==> config.mk <==
export PLATFORM = sky130hd
export DESIGN_NAME = calendar_date_arithmetic_unit_flat
export DESIGN_NICKNAME = d
export VERILOG_FILES = /design/src/rtl/dcu_pkg.sv /design/src/rtl/dcu_if.sv /design/src/rtl/dcu_alu.sv /design/src/rtl/dcu_dby.sv /design/src/rtl/calendar_date_arithmetic_unit.sv /design/src/flat_wrapper.sv
export SDC_FILE = /design/constraint.sdc
export NUM_CORES = 2
export LEC_CHECK = 0
export BUFFER_PORTS_ARGS = -buffer_cell sky130_fd_sc_hd__buf_2
export CAP_MARGIN = 20
export CORE_ASPECT_RATIO = 1.4
export CORE_MARGIN = 4
export CORE_UTILIZATION = 40
export DETAILED_ROUTE_END_ITERATION = 8
export GPL_TIMING_DRIVEN = 0
export SYNTH_ARGS = -nofsm -noshare
export SYNTH_HDL_FRONTEND = slang
export SYNTH_HIERARCHICAL = 1
export SYNTH_SLANG_ARGS = --single-unit
==> constraint.sdc <==
create_clock -name clk_i -period 15.1 [get_ports clk_i]
set_input_delay 3.02 -clock clk_i [delete_from_list [all_inputs] [get_ports clk_i]]
set_output_delay 3.02 -clock clk_i [all_outputs]
set_load 0.01 [all_outputs]
==> src/rtl/dcu_pkg.sv <==
package dcu_pkg;

  localparam int BASE_YEAR_DEF = 1800;
  localparam int MAX_YEAR_DEF  = 4095;

  localparam int OP_W   = 1;
  localparam int DAY_W  = 5;
  localparam int MON_W  = 4;
  localparam int YEAR_W = 12;
  localparam int YP_W   = YEAR_W + 1;
  localparam int OFF_W  = 21;
  localparam int DIST_W = 20;
  localparam int WD_W   = 3;
  localparam int ST_W   = 2;
  localparam int REL_W  = 20;
  localparam int ORD_W  = 24;
  localparam int DBY_W  = 22;

  typedef enum logic [OP_W-1:0] {
    OP_SHIFT = 1'b0,
    OP_DIST  = 1'b1
  } opcode_e;

  typedef enum logic [ST_W-1:0] {
    ST_OK      = 2'd0,
    ST_INVALID = 2'd1,
    ST_BEFORE  = 2'd2,
    ST_BEYOND  = 2'd3
  } status_e;

  typedef enum logic [3:0] {
    S_IDLE,
    S_CHECK,
    S_OA,
    S_OB,
    S_DIFF,
    S_ABS,
    S_ADD,
    S_RANGE,
    S_EST,
    S_YLO,
    S_YSEL,
    S_YCMP,
    S_REST,
    S_MON,
    S_WD,
    S_PUT
  } state_e;

  typedef struct packed {
    logic signed [ORD_W-1:0] a;
    logic signed [ORD_W-1:0] b;
    logic                    sub;
  } alu_req_t;

  // floor(y / 100) by reciprocal, exact for y below 8192
  function automatic logic [YP_W-1:0] div100(input logic [YP_W-1:0] y);
    logic [31:0] prod;
    prod = 32'(y) * 32'd5243;
    return YP_W'(prod >> 19);
  endfunction

  function automatic logic is_leap(input logic [YP_W-1:0] y);
    logic [YP_W-1:0] q;
    logic [19:0]     q100;
    q    = div100(y);
    q100 = 20'(q) * 20'd100;
    return ((y[1:0] == 2'b00) && (y != q100[YP_W-1:0])) ||
           ((y == q100[YP_W-1:0]) && (q[1:0] == 2'b00));
  endfunction

  function automatic logic [DAY_W-1:0] days_in_month(input logic [MON_W-1:0] m,
                                                     input logic [YP_W-1:0] y);
    logic [DAY_W-1:0] n;
    case (m)
      4'd1, 4'd3, 4'd5, 4'd7, 4'd8, 4'd10, 4'd12: n = 5'd31;
      4'd4, 4'd6, 4'd9, 4'd11:                    n = 5'd30;
      4'd2:                                       n = is_leap(y) ? 5'd29 : 5'd28;
      default:                                    n = 5'd0;
    endcase
    return n;
  endfunction

  function automatic logic [8:0] days_before_month(input logic [MON_W-1:0] m,
                                                   input logic [YP_W-1:0] y);
    logic [8:0] n;
    case (m)
      4'd2:    n = 9'd31;
      4'd3:    n = 9'd59;
      4'd4:    n = 9'd90;
      4'd5:    n = 9'd120;
      4'd6:    n = 9'd151;
      4'd7:    n = 9'd181;
      4'd8:    n = 9'd212;
      4'd9:    n = 9'd243;
      4'd10:   n = 9'd273;
      4'd11:   n = 9'd304;
      4'd12:   n = 9'd334;
      default: n = 9'd0;
    endcase
    if ((m > 4'd2) && is_leap(y)) begin
      n = n + 9'd1;
    end
    return n;
  endfunction

  // days before 1 january of year y from the proleptic epoch
  function automatic logic [DBY_W-1:0] dby_abs(input logic [YP_W-1:0] y);
    logic [YP_W-1:0]  p;
    logic [YP_W-1:0]  q;
    logic [DBY_W-1:0] n;
    p = y - YP_W'(1);
    q = div100(p);
    n = DBY_W'(p) * DBY_W'(365) + DBY_W'(p >> 2) - DBY_W'(q) + DBY_W'(q >> 2);
    return n;
  endfunction

endpackage

==> src/rtl/dcu_if.sv <==
interface dcu_req_if;
  logic                              valid;
  logic                              ready;
  logic [dcu_pkg::OP_W-1:0]          opcode;
  logic [dcu_pkg::DAY_W-1:0]         day_a;
  logic [dcu_pkg::MON_W-1:0]         month_a;
  logic [dcu_pkg::YEAR_W-1:0]        year_a;
  logic signed [dcu_pkg::OFF_W-1:0]  offset;
  logic [dcu_pkg::DAY_W-1:0]         day_b;
  logic [dcu_pkg::MON_W-1:0]         month_b;
  logic [dcu_pkg::YEAR_W-1:0]        year_b;

  modport source (
    output valid, opcode, day_a, month_a, year_a, offset, day_b, month_b, year_b,
    input  ready
  );
  modport sink (
    input  valid, opcode, day_a, month_a, year_a, offset, day_b, month_b, year_b,
    output ready
  );
endinterface

interface dcu_res_if;
  logic                        valid;
  logic                        ready;
  logic [dcu_pkg::DAY_W-1:0]   res_day;
  logic [dcu_pkg::MON_W-1:0]   res_month;
  logic [dcu_pkg::YEAR_W-1:0]  res_year;
  logic [dcu_pkg::DIST_W-1:0]  distance;
  logic [dcu_pkg::WD_W-1:0]    weekday;
  logic [dcu_pkg::ST_W-1:0]    status;

  modport source (
    output valid, res_day, res_month, res_year, distance, weekday, status,
    input  ready
  );
  modport sink (
    input  valid, res_day, res_month, res_year, distance, weekday, status,
    output ready
  );
endinterface

==> src/rtl/dcu_alu.sv <==
module dcu_alu (
  input  dcu_pkg::alu_req_t                req_i,
  output logic signed [dcu_pkg::ORD_W-1:0] sum_o
);

  assign sum_o = req_i.sub ? (req_i.a - req_i.b) : (req_i.a + req_i.b);

endmodule

==> src/rtl/dcu_dby.sv <==
module dcu_dby #(
  parameter int BASE_YEAR = dcu_pkg::BASE_YEAR_DEF
) (
  input  logic                        clk_i,
  input  logic [dcu_pkg::YP_W-1:0]    year_i,
  output logic [dcu_pkg::REL_W-1:0]   dby_o
);

  localparam logic [dcu_pkg::DBY_W-1:0] DBY_BASE =
    dcu_pkg::dby_abs(dcu_pkg::YP_W'(BASE_YEAR));

  logic [dcu_pkg::REL_W-1:0] dby_q;
  logic [dcu_pkg::DBY_W-1:0] dby_d;

  // day count before the year, relative to 1 january of the base year
  assign dby_d = dcu_pkg::dby_abs(year_i) - DBY_BASE;

  always_ff @(posedge clk_i) begin
    dby_q <= dby_d[dcu_pkg::REL_W-1:0];
  end

  assign dby_o = dby_q;

endmodule

==> src/rtl/calendar_date_arithmetic_unit.sv <==
// channel  modport  direction  contents
// req_i    sink     in         opcode, date a, offset, date b
// res_o    source   out        result date, distance, weekday, status
//
// one request at a time; the time from acceptance to a valid result depends on the path, set
// for a shift by the year search and the month walk that share one adder with the ordinal
// sums; ready returns in the same cycle as the result turns valid.
// a finished result waits in the output register while the next request is taken.
// rst_ni clears the sequencer and the output valid flag asynchronously.
module calendar_date_arithmetic_unit #(
  parameter int BASE_YEAR = dcu_pkg::BASE_YEAR_DEF,
  parameter int MAX_YEAR  = dcu_pkg::MAX_YEAR_DEF
) (
  input  logic              clk_i,
  input  logic              rst_ni,
  dcu_req_if.sink           req_i,
  dcu_res_if.source         res_o
);

  localparam int ORD_W  = dcu_pkg::ORD_W;
  localparam int REL_W  = dcu_pkg::REL_W;
  localparam int YP_W   = dcu_pkg::YP_W;
  localparam int DAY_W  = dcu_pkg::DAY_W;
  localparam int MON_W  = dcu_pkg::MON_W;
  localparam int YEAR_W = dcu_pkg::YEAR_W;
  localparam int DIST_W = dcu_pkg::DIST_W;
  localparam int WD_W   = dcu_pkg::WD_W;
  localparam int OFF_W  = dcu_pkg::OFF_W;

  localparam int YEAR_CAP  = (MAX_YEAR < 4095) ? MAX_YEAR : 4095;
  localparam int DBY_BASE  = int'(dcu_pkg::dby_abs(YP_W'(BASE_YEAR)));
  localparam int DBY_1800  = int'(dcu_pkg::dby_abs(YP_W'(1800)));
  localparam int LIMIT_REL = int'(dcu_pkg::dby_abs(YP_W'(YEAR_CAP + 1))) - DBY_BASE;
  localparam int WD_ANCHOR = (((DBY_BASE - DBY_1800) % 7) + 7) % 7;
  localparam int WD_OFF    = (WD_ANCHOR + 2) % 7;
  localparam int DIST_MAX  = (1 << DIST_W) - 1;
  localparam int EST_K     = 2933722;
  localparam int EST_SH    = 30;
  localparam int EST_PW    = REL_W + 22;
  localparam int M7_K      = 1198373;
  localparam int M7_SH     = 23;
  localparam int M7_PW     = REL_W + 21;

  dcu_pkg::state_e state_q, state_d;

  dcu_pkg::opcode_e         op_q;
  logic [DAY_W-1:0]         da_q, db_q;
  logic [MON_W-1:0]         ma_q, mb_q;
  logic [YEAR_W-1:0]        ya_q, yb_q;
  logic signed [OFF_W-1:0]  off_q;
  logic signed [ORD_W-1:0]  acc_a_q, acc_b_q, n_q;
  logic [YP_W-1:0]          yy_q;
  logic [REL_W-1:0]         lo_q;
  logic [8:0]               rest_q;
  logic [MON_W-1:0]         mm_q;
  logic [DAY_W-1:0]         rd_q;
  logic [MON_W-1:0]         rm_q;
  logic [YEAR_W-1:0]        ry_q;
  logic [DIST_W-1:0]        dist_q;
  logic [WD_W-1:0]          wd_q;
  dcu_pkg::status_e         st_q;

  logic                     out_valid_q;
  logic [DAY_W-1:0]         out_day_q;
  logic [MON_W-1:0]         out_month_q;
  logic [YEAR_W-1:0]        out_year_q;
  logic [DIST_W-1:0]        out_dist_q;
  logic [WD_W-1:0]          out_wd_q;
  dcu_pkg::status_e         out_st_q;

  dcu_pkg::alu_req_t        alu_req;
  logic signed [ORD_W-1:0]  alu_sum;
  logic [YP_W-1:0]          year_sel;
  logic [REL_W-1:0]         dby_q;

  logic                     req_ready;
  logic                     req_take;
  logic                     out_free;
  logic                     valid_a, valid_b;
  logic [9:0]               k_a, k_b;
  logic [EST_PW-1:0]        est_prod;
  logic [YP_W-1:0]          est_year;
  logic signed [ORD_W-1:0]  wd_sel;
  logic [M7_PW-1:0]         m7_prod;
  logic [REL_W-1:0]         m7_q;
  logic [REL_W-1:0]         m7_rem;
  logic [3:0]               wd_sum;
  logic [WD_W-1:0]          wd_val;
  logic [DAY_W-1:0]         dim_mm;

  function automatic logic valid_date(input logic [DAY_W-1:0]  d,
                                      input logic [MON_W-1:0]  m,
                                      input logic [YEAR_W-1:0] y);
    return (int'(y) >= BASE_YEAR) && (int'(y) <= YEAR_CAP) &&
           (m >= MON_W'(1)) && (m <= MON_W'(12)) && (d >= DAY_W'(1)) &&
           (d <= dcu_pkg::days_in_month(m, YP_W'(y)));
  endfunction

  dcu_alu u_alu (
    .req_i (alu_req),
    .sum_o (alu_sum)
  );

  dcu_dby #(
    .BASE_YEAR (BASE_YEAR)
  ) u_dby (
    .clk_i  (clk_i),
    .year_i (year_sel),
    .dby_o  (dby_q)
  );

  assign req_take = req_i.valid && req_ready;
  assign out_free = !out_valid_q || res_o.ready;

  assign valid_a = valid_date(da_q, ma_q, ya_q);
  assign valid_b = valid_date(db_q, mb_q, yb_q);
  assign k_a = 10'(dcu_pkg::days_before_month(ma_q, YP_W'(ya_q))) + 10'(da_q) - 10'd1;
  assign k_b = 10'(dcu_pkg::days_before_month(mb_q, YP_W'(yb_q))) + 10'(db_q) - 10'd1;
  assign dim_mm = dcu_pkg::days_in_month(mm_q, yy_q);

  // year estimate: base year plus floor(n / 366), never above the true year
  assign est_prod = EST_PW'(n_q[REL_W-1:0]) * EST_PW'(EST_K);
  assign est_year = YP_W'(BASE_YEAR) + YP_W'(est_prod >> EST_SH);

  // weekday from the day count mod 7
  assign wd_sel  = ((st_q == dcu_pkg::ST_OK) && (op_q == dcu_pkg::OP_SHIFT)) ? n_q : acc_a_q;
  assign m7_prod = M7_PW'(wd_sel[REL_W-1:0]) * M7_PW'(M7_K);
  assign m7_q    = REL_W'(m7_prod >> M7_SH);
  assign m7_rem  = wd_sel[REL_W-1:0] - REL_W'(m7_q * REL_W'(7));
  assign wd_sum  = 4'(m7_rem[2:0]) + 4'(WD_OFF);
  assign wd_val  = (wd_sum >= 4'd7) ? WD_W'(wd_sum - 4'd7) + WD_W'(1) : WD_W'(wd_sum) + WD_W'(1);

  always_comb begin
    state_d = state_q;
    case (state_q)
      dcu_pkg::S_IDLE: begin
        if (req_take) begin
          state_d = dcu_pkg::S_CHECK;
        end
      end
      dcu_pkg::S_CHECK: begin
        if (!valid_a || ((op_q == dcu_pkg::OP_DIST) && !valid_b)) begin
          state_d = dcu_pkg::S_PUT;
        end else begin
          state_d = dcu_pkg::S_OA;
        end
      end
      dcu_pkg::S_OA: begin
        state_d = (op_q == dcu_pkg::OP_DIST) ? dcu_pkg::S_OB : dcu_pkg::S_ADD;
      end
      dcu_pkg::S_OB:   state_d = dcu_pkg::S_DIFF;
      dcu_pkg::S_DIFF: state_d = (alu_sum < 0) ? dcu_pkg::S_ABS : dcu_pkg::S_WD;
      dcu_pkg::S_ABS:  state_d = dcu_pkg::S_WD;
      dcu_pkg::S_ADD:  state_d = dcu_pkg::S_RANGE;
      dcu_pkg::S_RANGE: begin
        if ((n_q < 0) || (n_q >= ORD_W'(LIMIT_REL))) begin
          state_d = dcu_pkg::S_WD;
        end else begin
          state_d = dcu_pkg::S_EST;
        end
      end
      dcu_pkg::S_EST:  state_d = dcu_pkg::S_YLO;
      dcu_pkg::S_YLO:  state_d = dcu_pkg::S_YSEL;
      dcu_pkg::S_YSEL: state_d = dcu_pkg::S_YCMP;
      dcu_pkg::S_YCMP: state_d = (alu_sum >= 0) ? dcu_pkg::S_YSEL : dcu_pkg::S_REST;
      dcu_pkg::S_REST: state_d = dcu_pkg::S_MON;
      dcu_pkg::S_MON: begin
        if (!((mm_q < MON_W'(12)) && (alu_sum >= 0))) begin
          state_d = dcu_pkg::S_WD;
        end
      end
      dcu_pkg::S_WD:   state_d = dcu_pkg::S_PUT;
      dcu_pkg::S_PUT: begin
        if (out_free) begin
          state_d = dcu_pkg::S_IDLE;
        end
      end
      default:         state_d = dcu_pkg::S_IDLE;
    endcase
  end

  always_comb begin
    req_ready   = 1'b0;
    alu_req.a   = '0;
    alu_req.b   = '0;
    alu_req.sub = 1'b0;
    year_sel    = YP_W'(ya_q);
    case (state_q)
      dcu_pkg::S_IDLE:  req_ready = 1'b1;
      dcu_pkg::S_CHECK: year_sel = YP_W'(ya_q);
      dcu_pkg::S_OA: begin
        alu_req.a = ORD_W'(dby_q);
        alu_req.b = ORD_W'(k_a);
        year_sel  = YP_W'(yb_q);
      end
      dcu_pkg::S_OB: begin
        alu_req.a = ORD_W'(dby_q);
        alu_req.b = ORD_W'(k_b);
      end
      dcu_pkg::S_DIFF: begin
        alu_req.a   = acc_a_q;
        alu_req.b   = acc_b_q;
        alu_req.sub = 1'b1;
      end
      dcu_pkg::S_ABS: begin
        alu_req.a   = acc_b_q;
        alu_req.b   = acc_a_q;
        alu_req.sub = 1'b1;
      end
      dcu_pkg::S_ADD: begin
        alu_req.a = acc_a_q;
        alu_req.b = ORD_W'(off_q);
      end
      dcu_pkg::S_YLO:  year_sel = yy_q;
      dcu_pkg::S_YSEL: year_sel = yy_q + YP_W'(1);
      dcu_pkg::S_YCMP: begin
        alu_req.a   = n_q;
        alu_req.b   = ORD_W'(dby_q);
        alu_req.sub = 1'b1;
        year_sel    = yy_q + YP_W'(1);
      end
      dcu_pkg::S_REST: begin
        alu_req.a   = n_q;
        alu_req.b   = ORD_W'(lo_q);
        alu_req.sub = 1'b1;
      end
      dcu_pkg::S_MON: begin
        alu_req.a   = ORD_W'(rest_q);
        alu_req.b   = ORD_W'(dim_mm);
        alu_req.sub = 1'b1;
      end
      default: begin
        req_ready = 1'b0;
      end
    endcase
  end

  always_ff @(posedge clk_i or negedge rst_ni) begin
    if (!rst_ni) begin
      state_q     <= dcu_pkg::S_IDLE;
      out_valid_q <= 1'b0;
    end else begin
      state_q <= state_d;
      if ((state_q == dcu_pkg::S_PUT) && out_free) begin
        out_valid_q <= 1'b1;
      end else if (res_o.ready) begin
        out_valid_q <= 1'b0;
      end
    end
  end

  always_ff @(posedge clk_i) begin
    case (state_q)
      dcu_pkg::S_IDLE: begin
        if (req_take) begin
          op_q   <= dcu_pkg::opcode_e'(req_i.opcode);
          da_q   <= req_i.day_a;
          ma_q   <= req_i.month_a;
          ya_q   <= req_i.year_a;
          off_q  <= req_i.offset;
          db_q   <= req_i.day_b;
          mb_q   <= req_i.month_b;
          yb_q   <= req_i.year_b;
          st_q   <= dcu_pkg::ST_OK;
          dist_q <= '0;
          wd_q   <= '0;
        end
      end
      dcu_pkg::S_CHECK: begin
        rd_q <= da_q;
        rm_q <= ma_q;
        ry_q <= ya_q;
        if (!valid_a || ((op_q == dcu_pkg::OP_DIST) && !valid_b)) begin
          st_q <= dcu_pkg::ST_INVALID;
        end
      end
      dcu_pkg::S_OA: acc_a_q <= alu_sum;
      dcu_pkg::S_OB: acc_b_q <= alu_sum;
      dcu_pkg::S_DIFF, dcu_pkg::S_ABS: begin
        if (alu_sum > ORD_W'(DIST_MAX)) begin
          dist_q <= '1;
        end else begin
          dist_q <= DIST_W'(alu_sum);
        end
      end
      dcu_pkg::S_ADD: n_q <= alu_sum;
      dcu_pkg::S_RANGE: begin
        if (n_q < 0) begin
          st_q <= dcu_pkg::ST_BEFORE;
        end else if (n_q >= ORD_W'(LIMIT_REL)) begin
          st_q <= dcu_pkg::ST_BEYOND;
        end
      end
      dcu_pkg::S_EST:  yy_q <= est_year;
      dcu_pkg::S_YSEL: lo_q <= dby_q;
      dcu_pkg::S_YCMP: begin
        if (alu_sum >= 0) begin
          yy_q <= yy_q + YP_W'(1);
        end
      end
      dcu_pkg::S_REST: begin
        rest_q <= 9'(alu_sum);
        mm_q   <= MON_W'(1);
      end
      dcu_pkg::S_MON: begin
        if ((mm_q < MON_W'(12)) && (alu_sum >= 0)) begin
          rest_q <= 9'(alu_sum);
          mm_q   <= mm_q + MON_W'(1);
        end else begin
          rd_q <= DAY_W'(rest_q) + DAY_W'(1);
          rm_q <= mm_q;
          ry_q <= yy_q[YEAR_W-1:0];
        end
      end
      dcu_pkg::S_WD: wd_q <= wd_val;
      dcu_pkg::S_PUT: begin
        if (out_free) begin
          out_day_q   <= rd_q;
          out_month_q <= rm_q;
          out_year_q  <= ry_q;
          out_dist_q  <= dist_q;
          out_wd_q    <= wd_q;
          out_st_q    <= st_q;
        end
      end
      default: begin
        lo_q <= lo_q;
      end
    endcase
  end

  assign req_i.ready     = req_ready;
  assign res_o.valid     = out_valid_q;
  assign res_o.res_day   = out_day_q;
  assign res_o.res_month = out_month_q;
  assign res_o.res_year  = out_year_q;
  assign res_o.distance  = out_dist_q;
  assign res_o.weekday   = out_wd_q;
  assign res_o.status    = out_st_q;

`ifndef SYNTHESIS
  a_busy_after_take: assert property (@(posedge clk_i) disable iff (!rst_ni)
    req_take |=> !req_i.ready)
    else $error("request taken while a previous one is in progress");

  a_invalid_blank: assert property (@(posedge clk_i) disable iff (!rst_ni)
    res_o.valid && (res_o.status == dcu_pkg::ST_INVALID) |-> (res_o.weekday == '0))
    else $error("invalid date result carries a weekday");

  a_error_no_dist: assert property (@(posedge clk_i) disable iff (!rst_ni)
    res_o.valid && (res_o.status != dcu_pkg::ST_OK) |-> (res_o.distance == '0))
    else $error("failed request carries a distance");

  a_ok_fields: assert property (@(posedge clk_i) disable iff (!rst_ni)
    res_o.valid && (res_o.status == dcu_pkg::ST_OK) |->
      (res_o.weekday >= WD_W'(1)) && (res_o.weekday <= WD_W'(7)) &&
      (res_o.res_month >= MON_W'(1)) && (res_o.res_month <= MON_W'(12)) &&
      (res_o.res_day >= DAY_W'(1)))
    else $error("good result with date or weekday out of range");

  a_month_walk: assert property (@(posedge clk_i) disable iff (!rst_ni)
    (state_q == dcu_pkg::S_MON) |-> (mm_q >= MON_W'(1)) && (mm_q <= MON_W'(12)))
    else $error("month walk left january to december");
`endif

endmodule

==> src/flat_wrapper.sv <==
// flat-port wrapper written by rule: the top's interface ports become plain ports
module calendar_date_arithmetic_unit_flat 
#(
  parameter int BASE_YEAR = dcu_pkg::BASE_YEAR_DEF,
  parameter int MAX_YEAR  = dcu_pkg::MAX_YEAR_DEF
)
  (clk_i, rst_ni, req_i_valid, req_i_opcode, req_i_day_a, req_i_month_a, req_i_year_a, req_i_offset, req_i_day_b, req_i_month_b, req_i_year_b, req_i_ready, res_o_valid, res_o_res_day, res_o_res_month, res_o_res_year, res_o_distance, res_o_weekday, res_o_status, res_o_ready);
  dcu_req_if req_i_i ();
  dcu_res_if res_o_i ();
  input  logic clk_i;
  input  logic rst_ni;
  input wire logic [$bits(req_i_i.valid)-1:0] req_i_valid;
  input wire logic [$bits(req_i_i.opcode)-1:0] req_i_opcode;
  input wire logic [$bits(req_i_i.day_a)-1:0] req_i_day_a;
  input wire logic [$bits(req_i_i.month_a)-1:0] req_i_month_a;
  input wire logic [$bits(req_i_i.year_a)-1:0] req_i_year_a;
  input wire logic [$bits(req_i_i.offset)-1:0] req_i_offset;
  input wire logic [$bits(req_i_i.day_b)-1:0] req_i_day_b;
  input wire logic [$bits(req_i_i.month_b)-1:0] req_i_month_b;
  input wire logic [$bits(req_i_i.year_b)-1:0] req_i_year_b;
  output wire logic [$bits(req_i_i.ready)-1:0] req_i_ready;
  output wire logic [$bits(res_o_i.valid)-1:0] res_o_valid;
  output wire logic [$bits(res_o_i.res_day)-1:0] res_o_res_day;
  output wire logic [$bits(res_o_i.res_month)-1:0] res_o_res_month;
  output wire logic [$bits(res_o_i.res_year)-1:0] res_o_res_year;
  output wire logic [$bits(res_o_i.distance)-1:0] res_o_distance;
  output wire logic [$bits(res_o_i.weekday)-1:0] res_o_weekday;
  output wire logic [$bits(res_o_i.status)-1:0] res_o_status;
  input wire logic [$bits(res_o_i.ready)-1:0] res_o_ready;
  assign req_i_i.valid = req_i_valid;
  assign req_i_i.opcode = req_i_opcode;
  assign req_i_i.day_a = req_i_day_a;
  assign req_i_i.month_a = req_i_month_a;
  assign req_i_i.year_a = req_i_year_a;
  assign req_i_i.offset = req_i_offset;
  assign req_i_i.day_b = req_i_day_b;
  assign req_i_i.month_b = req_i_month_b;
  assign req_i_i.year_b = req_i_year_b;
  assign req_i_ready = req_i_i.ready;
  assign res_o_valid = res_o_i.valid;
  assign res_o_res_day = res_o_i.res_day;
  assign res_o_res_month = res_o_i.res_month;
  assign res_o_res_year = res_o_i.res_year;
  assign res_o_distance = res_o_i.distance;
  assign res_o_weekday = res_o_i.weekday;
  assign res_o_status = res_o_i.status;
  assign res_o_i.ready = res_o_ready;
  calendar_date_arithmetic_unit #(.BASE_YEAR(BASE_YEAR), .MAX_YEAR(MAX_YEAR)) u_core (.clk_i(clk_i), .rst_ni(rst_ni), .req_i(req_i_i), .res_o(res_o_i));
endmodule
# == Yosys cells after proc, flatten, opt, wreduce, memory -nomap -nowiden ==
# Memories as Yosys holds them, arrays and structs flattened. A register that Yosys moved wholly into a read port is not among the register bits.
# Cells that the tools add are included.
# classes
mul,11
n_eq_ne,64
mux,50
bitwise_logic,1
reduce_logical,63
add_sub_neg,22
n_lt_le_gt_ge,19
# op_table
cell,n
48-bit one-hot mux with 8 select lines,1
"4-bit equality test, second input constant",23
"20-bit by 21-bit multiplier with 41-bit output, second input constant",2
"4-bit by 3-bit equality test with 1-bit output, second input constant",16
4-bit one-hot mux with 16 select lines,1
20-bit two-way mux,3
"13-bit by 13-bit multiplier with 26-bit output, second input constant",2
"12-bit by 13-bit multiplier with 25-bit output, second input constant",2
"24-bit by 1-bit less-than comparator with 1-bit output, second input constant",2
5-bit one-hot mux with 3 select lines,3
20-bit one-hot mux with 2 select lines,1
13-bit one-hot mux with 3 select lines,1
4-bit two-way mux,9
"4-bit by 2-bit equality test with 1-bit output, second input constant",8
9-bit two-way mux,3
12-bit by 13-bit equality test with 1-bit output,2
12-bit by 13-bit inequality test with 1-bit output,2
13-bit one-hot mux with 2 select lines,1
24-bit adder,1
"12-bit by 11-bit >= comparator with 1-bit output, second input constant",2
"24-bit by 1-bit >= comparator with 1-bit output, second input constant",1
"24-bit by 21-bit >= comparator with 1-bit output, second input constant",1
"24-bit by 21-bit greater-than comparator with 1-bit output, second input constant",1
24-bit two-way mux,1
61 further kinds,141
# word_totals
output_inout_bits,48
word_cells,262
in_bits,68
romBits,288
register_bits,299
n_memories,2
# mem_list
name,words,word_bits,read_ports,rd_ports_with_merged_regs,wr,line,text
(name not given),16,9,1,1,0,dcu_pkg.sv:87,case (m)
(name not given),16,9,1,1,0,dcu_pkg.sv:87,

# == Depth between registers and ports, before layout ==
# logic_depth
word_depth,16
ltp_mapped,67
mapped_depth_nobuf,65

# == By module ==
# The synthesis kept the hierarchy.
# modules_own_cells
module,seq_area_each_um2,area_each_um2,n_inst,cells_per_inst
calendar_date_arithmetic_unit,8713.4,35271.3,1,3303
dcu_dby,400.4,6731.5,1,701
dcu_alu,0.0,1691.6,1,238

# == Worst setup path after synthesis ==
# OpenSTA, ideal clock, no wires.
# synth_timing
path_kind,flip-flop to flip-flop
startpoint,reg u_core.yb_q[5]
endpoint,reg u_core.rd_q[0] (enable)
synth_period_minus_slack_ns,14.481
required_ns,14.672
setup_ns,0.428
n_path_buf,3
path_slack_ns,0.619
arrival_time_ns,14.053
stages_incl_launch_ff,57
cell_sequence,edfxtp_1 inv_1 fa_1 fa_1 inv_1 ha_1 fa_1 fa_1 ha_1 a211oi_1 nor2_1 a2111oi_2 o31ai_1 a31oi_1 xnor2_1 ha_1 ha_1 ha_1 [21 not listed] a21oi_1 xor2_1 xnor2_1 o221ai_2 nor4_1 and3_1 and2_4 nor2_1 xnor2_1 ha_1 clkbuf_1 and4_1 a221o_1 a311o_1 nand3_1 clkbuf_1 a21oi_1 o21ai_0
# synth_rtl
item,line,text
from (decl),calendar_date_arithmetic_unit.sv:49,"logic [YEAR_W-1:0] ya_q, yb_q;"
from (signal assigned),calendar_date_arithmetic_unit.sv:263,yb_q <= req_i.year_b;
to (signal assigned),calendar_date_arithmetic_unit.sv:270,rd_q <= da_q;
to (signal assigned),calendar_date_arithmetic_unit.sv:310,rd_q <= DAY_W'(rest_q) + DAY_W'(1);
to (decl),calendar_date_arithmetic_unit.sv:56,logic [DAY_W-1:0] rd_q;

==> flow_metrics.tcl <==
set metrics [dict create \
    critPathMaxStageDelay_ns 0.59 \
    crit_required_ns 15.43 \
    syn_to_final_growth_pct 10.35 \
    pin_count 116 \
    htree_levels 2 \
    hold_viol_final 0 \
    ant_nets 0 \
    wl_per_cell_um 19.64 \
    synthArstFlopShare_pct 1.577 \
    grt_max_degree 56 \
    start_util_pct 40.30 \
    hold_ws_ns 0.4122 \
    final_cell_mix "inv_1 (983), ha_1 (881), fa_1 (478)" \
    finalSetupViolCount 0 \
    synth.distinct_cells 104 \
    overflow 0 \
    clkTransAtPathRegs_ns 0.06 \
    place_area_sq_um 46290 \
    die-area_sq_um 114700 \
    crit_fanout 10 \
    dr_total_vias 30750 \
    tritoncts "built" \
    synth_cells 4242 \
    netlist_area_sq_um 43690 \
    worst_pin_slew_ns 1.171 \
    antenna_found_initial 2 \
    grt_pass1_wl_mm 180.9 \
    slowest_stage "edfxtp_1" \
    synth_fa_ha_area_share_pct 47.16 \
    ys.warnings.count 6 \
    die_w_um 287.3 \
    routed_via_density 5.180 \
    maxSlewHeadroom_pct 21.08 \
    synth-simple-area-share_pct 6.626 \
    synth_edf_count 274 \
    gp_congestion 0.9396 \
    clk_path_buf_depth 3 \
    slew_viol_final 0 \
    end_kind "flip-flop" \
    fin_util_pct 44.47 \
    max_freq_mhz 69.47 \
    regArea_sq_um 9114 \
    mostFrequentLayoutCell "inv_1" \
    fillers 10470 \
    synth_flop_cell "edfxtp_1" \
    skew_ns 0.03086 \
    path_class "reg2reg" \
    period_needed_ns 14.39 \
    gr-usage-all-layers_pct 20.53 \
    synth_fp_nets 5670 \
    critical-path-top-delay-family "adder cells" \
    drt-initial-drc-count 2049 \
    num_rows 143 \
    multiInputGateArea_sq_um 30890 \
    synth_compound_area_share_pct 9.893 \
    synth_xor_area_share_pct 5.349 \
    drive_gt1_share_pct 8.341 \
    cpMostUsedCell "ha_1" \
    clk_latency_ns 0.59 \
    nets 5882 \
    outcome "finished clean" \
    ys_seq_area_share_pct 20.86 \
    cts_buffers 38 \
    core_sq_um 108400 \
    synth_seq_cells 317 \
    avgSynthCellArea_sq_um 10.30 \
    port_buffers 115 \
    cts_sinks 317 \
    synth.mux.area_fraction_pct 1.048 \
    routed_wl_mm 116.6 \
    root_buffer "clkbuf_16" \
    die_h_um 399.1 \
    dr.pass1.iters 6 \
    dp_hpwl_mm 100.3 \
    drc 0 \
    maxCapViolCount 0 \
    holdCritPathClass "reg2reg" \
    period_share_pct 95.32 \
    rrSetupSlack_ns 0.71 \
    critPathBufInv 8 \
    synth_top_family_by_area "adder cells" \
    start_kind "flip-flop" \
    grt_pass1_vias 32360 \
    critical_path_arrival_ns 14.72 \
    fin_area_sq_um 48220 \
]
-- logic make-up after synthesis --
| kind of cell | Yosys count |
|---|---|
| flip-flops | 317 |
| AND/OR/NAND/NOR | 583 |
| adder cells (fa/ha/maj) | 1360 |
| buffers and inverters | 1053 |
| multiplexers | 43 |
| AO/OA/AOI/OAI | 628 |
| XOR/XNOR | 258 |
-- cells in the mapped netlist (22+ instances only) --
cell	n	area share (%)
a22oi_1	51	0.88
a21oi_1	148	1.7
o21a_1	39	0.67
xor2_1	67	1.3
a31oi_1	26	0.37
nand4_1	22	0.31
mux2_2	22	0.57
nand2b_1	26	0.37
a211oi_1	23	0.40
ha_1	882	25
inv_1	987	8.5
nand3_1	65	0.74
a21o_1	49	0.84
nand2_1	178	1.5
clkbuf_1	55	0.47
and3_1	24	0.34
fa_1	478	22
o21ai_0	121	1.4
nor2_1	122	1.0
dfxtp_1	38	1.7
nor3_1	40	0.46
xnor2_1	183	3.7
a222oi_1	24	0.55
edfxtp_1	274	19
-- metal layers --
| metal | track usage (%) | vias to the layer above | routed length (um) |
|---|---|---|---|
| met4 | 11.34 | 0 | 7856 |
| met3 | 1.840 | 265 | 4538 |
| met1 | 23.63 | 15070 | 44820 |
| met5 | 0 | - | 0 |
| li1 | - | 14630 | - |
| met2 | 37.43 | 781 | 59390 |
-- cell type report --
cell class,count,area share [%]
Sequential cell,317,18.90
Timing Repair Buffer,170,2.265
Multi-Input combinational cell,2874,64.06
Clock buffer,42,2.112
Tap cell,1450,3.763
Inverter,992,7.762
Clock inverter,28,0.6098
Buffer,61,0.5138
Antenna cell,2,0.01038
-- flip-flops by register name, indices dropped and copies added, names as in the netlist, 5 cells and up, named ones only --
register	count
u_core/acc_a_q	24
u_core/acc_b_q	24
u_core/n_q	24
u_core/off_q	21
u_core/dist_q	20
u_core/lo_q	20
u_core/res_o.distance	20
u_core/u_dby/dby_o	20
u_core/yy_q	13
u_core/res_o.res_year	12
u_core/ry_q	12
u_core/ya_q	12
u_core/yb_q	12
u_core/rest_q	9
u_core/da_q	5
u_core/db_q	5
u_core/rd_q	5
u_core/res_o.res_day	5
-- final timing paths --
kind	start	endpoint	depth (start not counted)
min in group asynchronous	rst_ni	u_core/res_o.valid	1
worst min register to register	u_core/wd_q[1]	u_core/res_o.weekday[1]	0
worst max-delay path	u_core/ya_q[5]	u_core/dist_q[19]	58
worst max register to register	u_core/ya_q[5]	u_core/dist_q[19]	58
max in group asynchronous	rst_ni	u_core/state_q[0]	1
worst min-delay path	u_core/wd_q[1]	u_core/res_o.weekday[1]	0
-- what timing repair did --
item / in CTS / in global routing
resized for setup: 19 / 43
pin swaps: 2 / 11
cloned: 1 / 1
buffers inserted: 21 / 19
endpoints found under the setup margin: 74 / 78
hold buffers: 0 / 0
-- through the flow --
| step | TNS (ns) | worst slack [ns] | std cells |
|---|---|---|---|
| 4_1_cts | 0 | 0.05521 | 5913 |
| 3_5_place_dp | -90.63 | -1.446 | 5821 |
| 3_3_place_gp | -125.14 | -3.570 | 5807 |
| 5_1_grt | -0.2180 | -0.03783 | 5934 |
| 2_1_floorplan | 0 | 0.6187 | 4242 |
| 6_report | 0 | 0.7061 | 5936 |
Power is not shown: default switching activity piles up to over one toggle a cycle in this logic, so the estimate is an artifact.
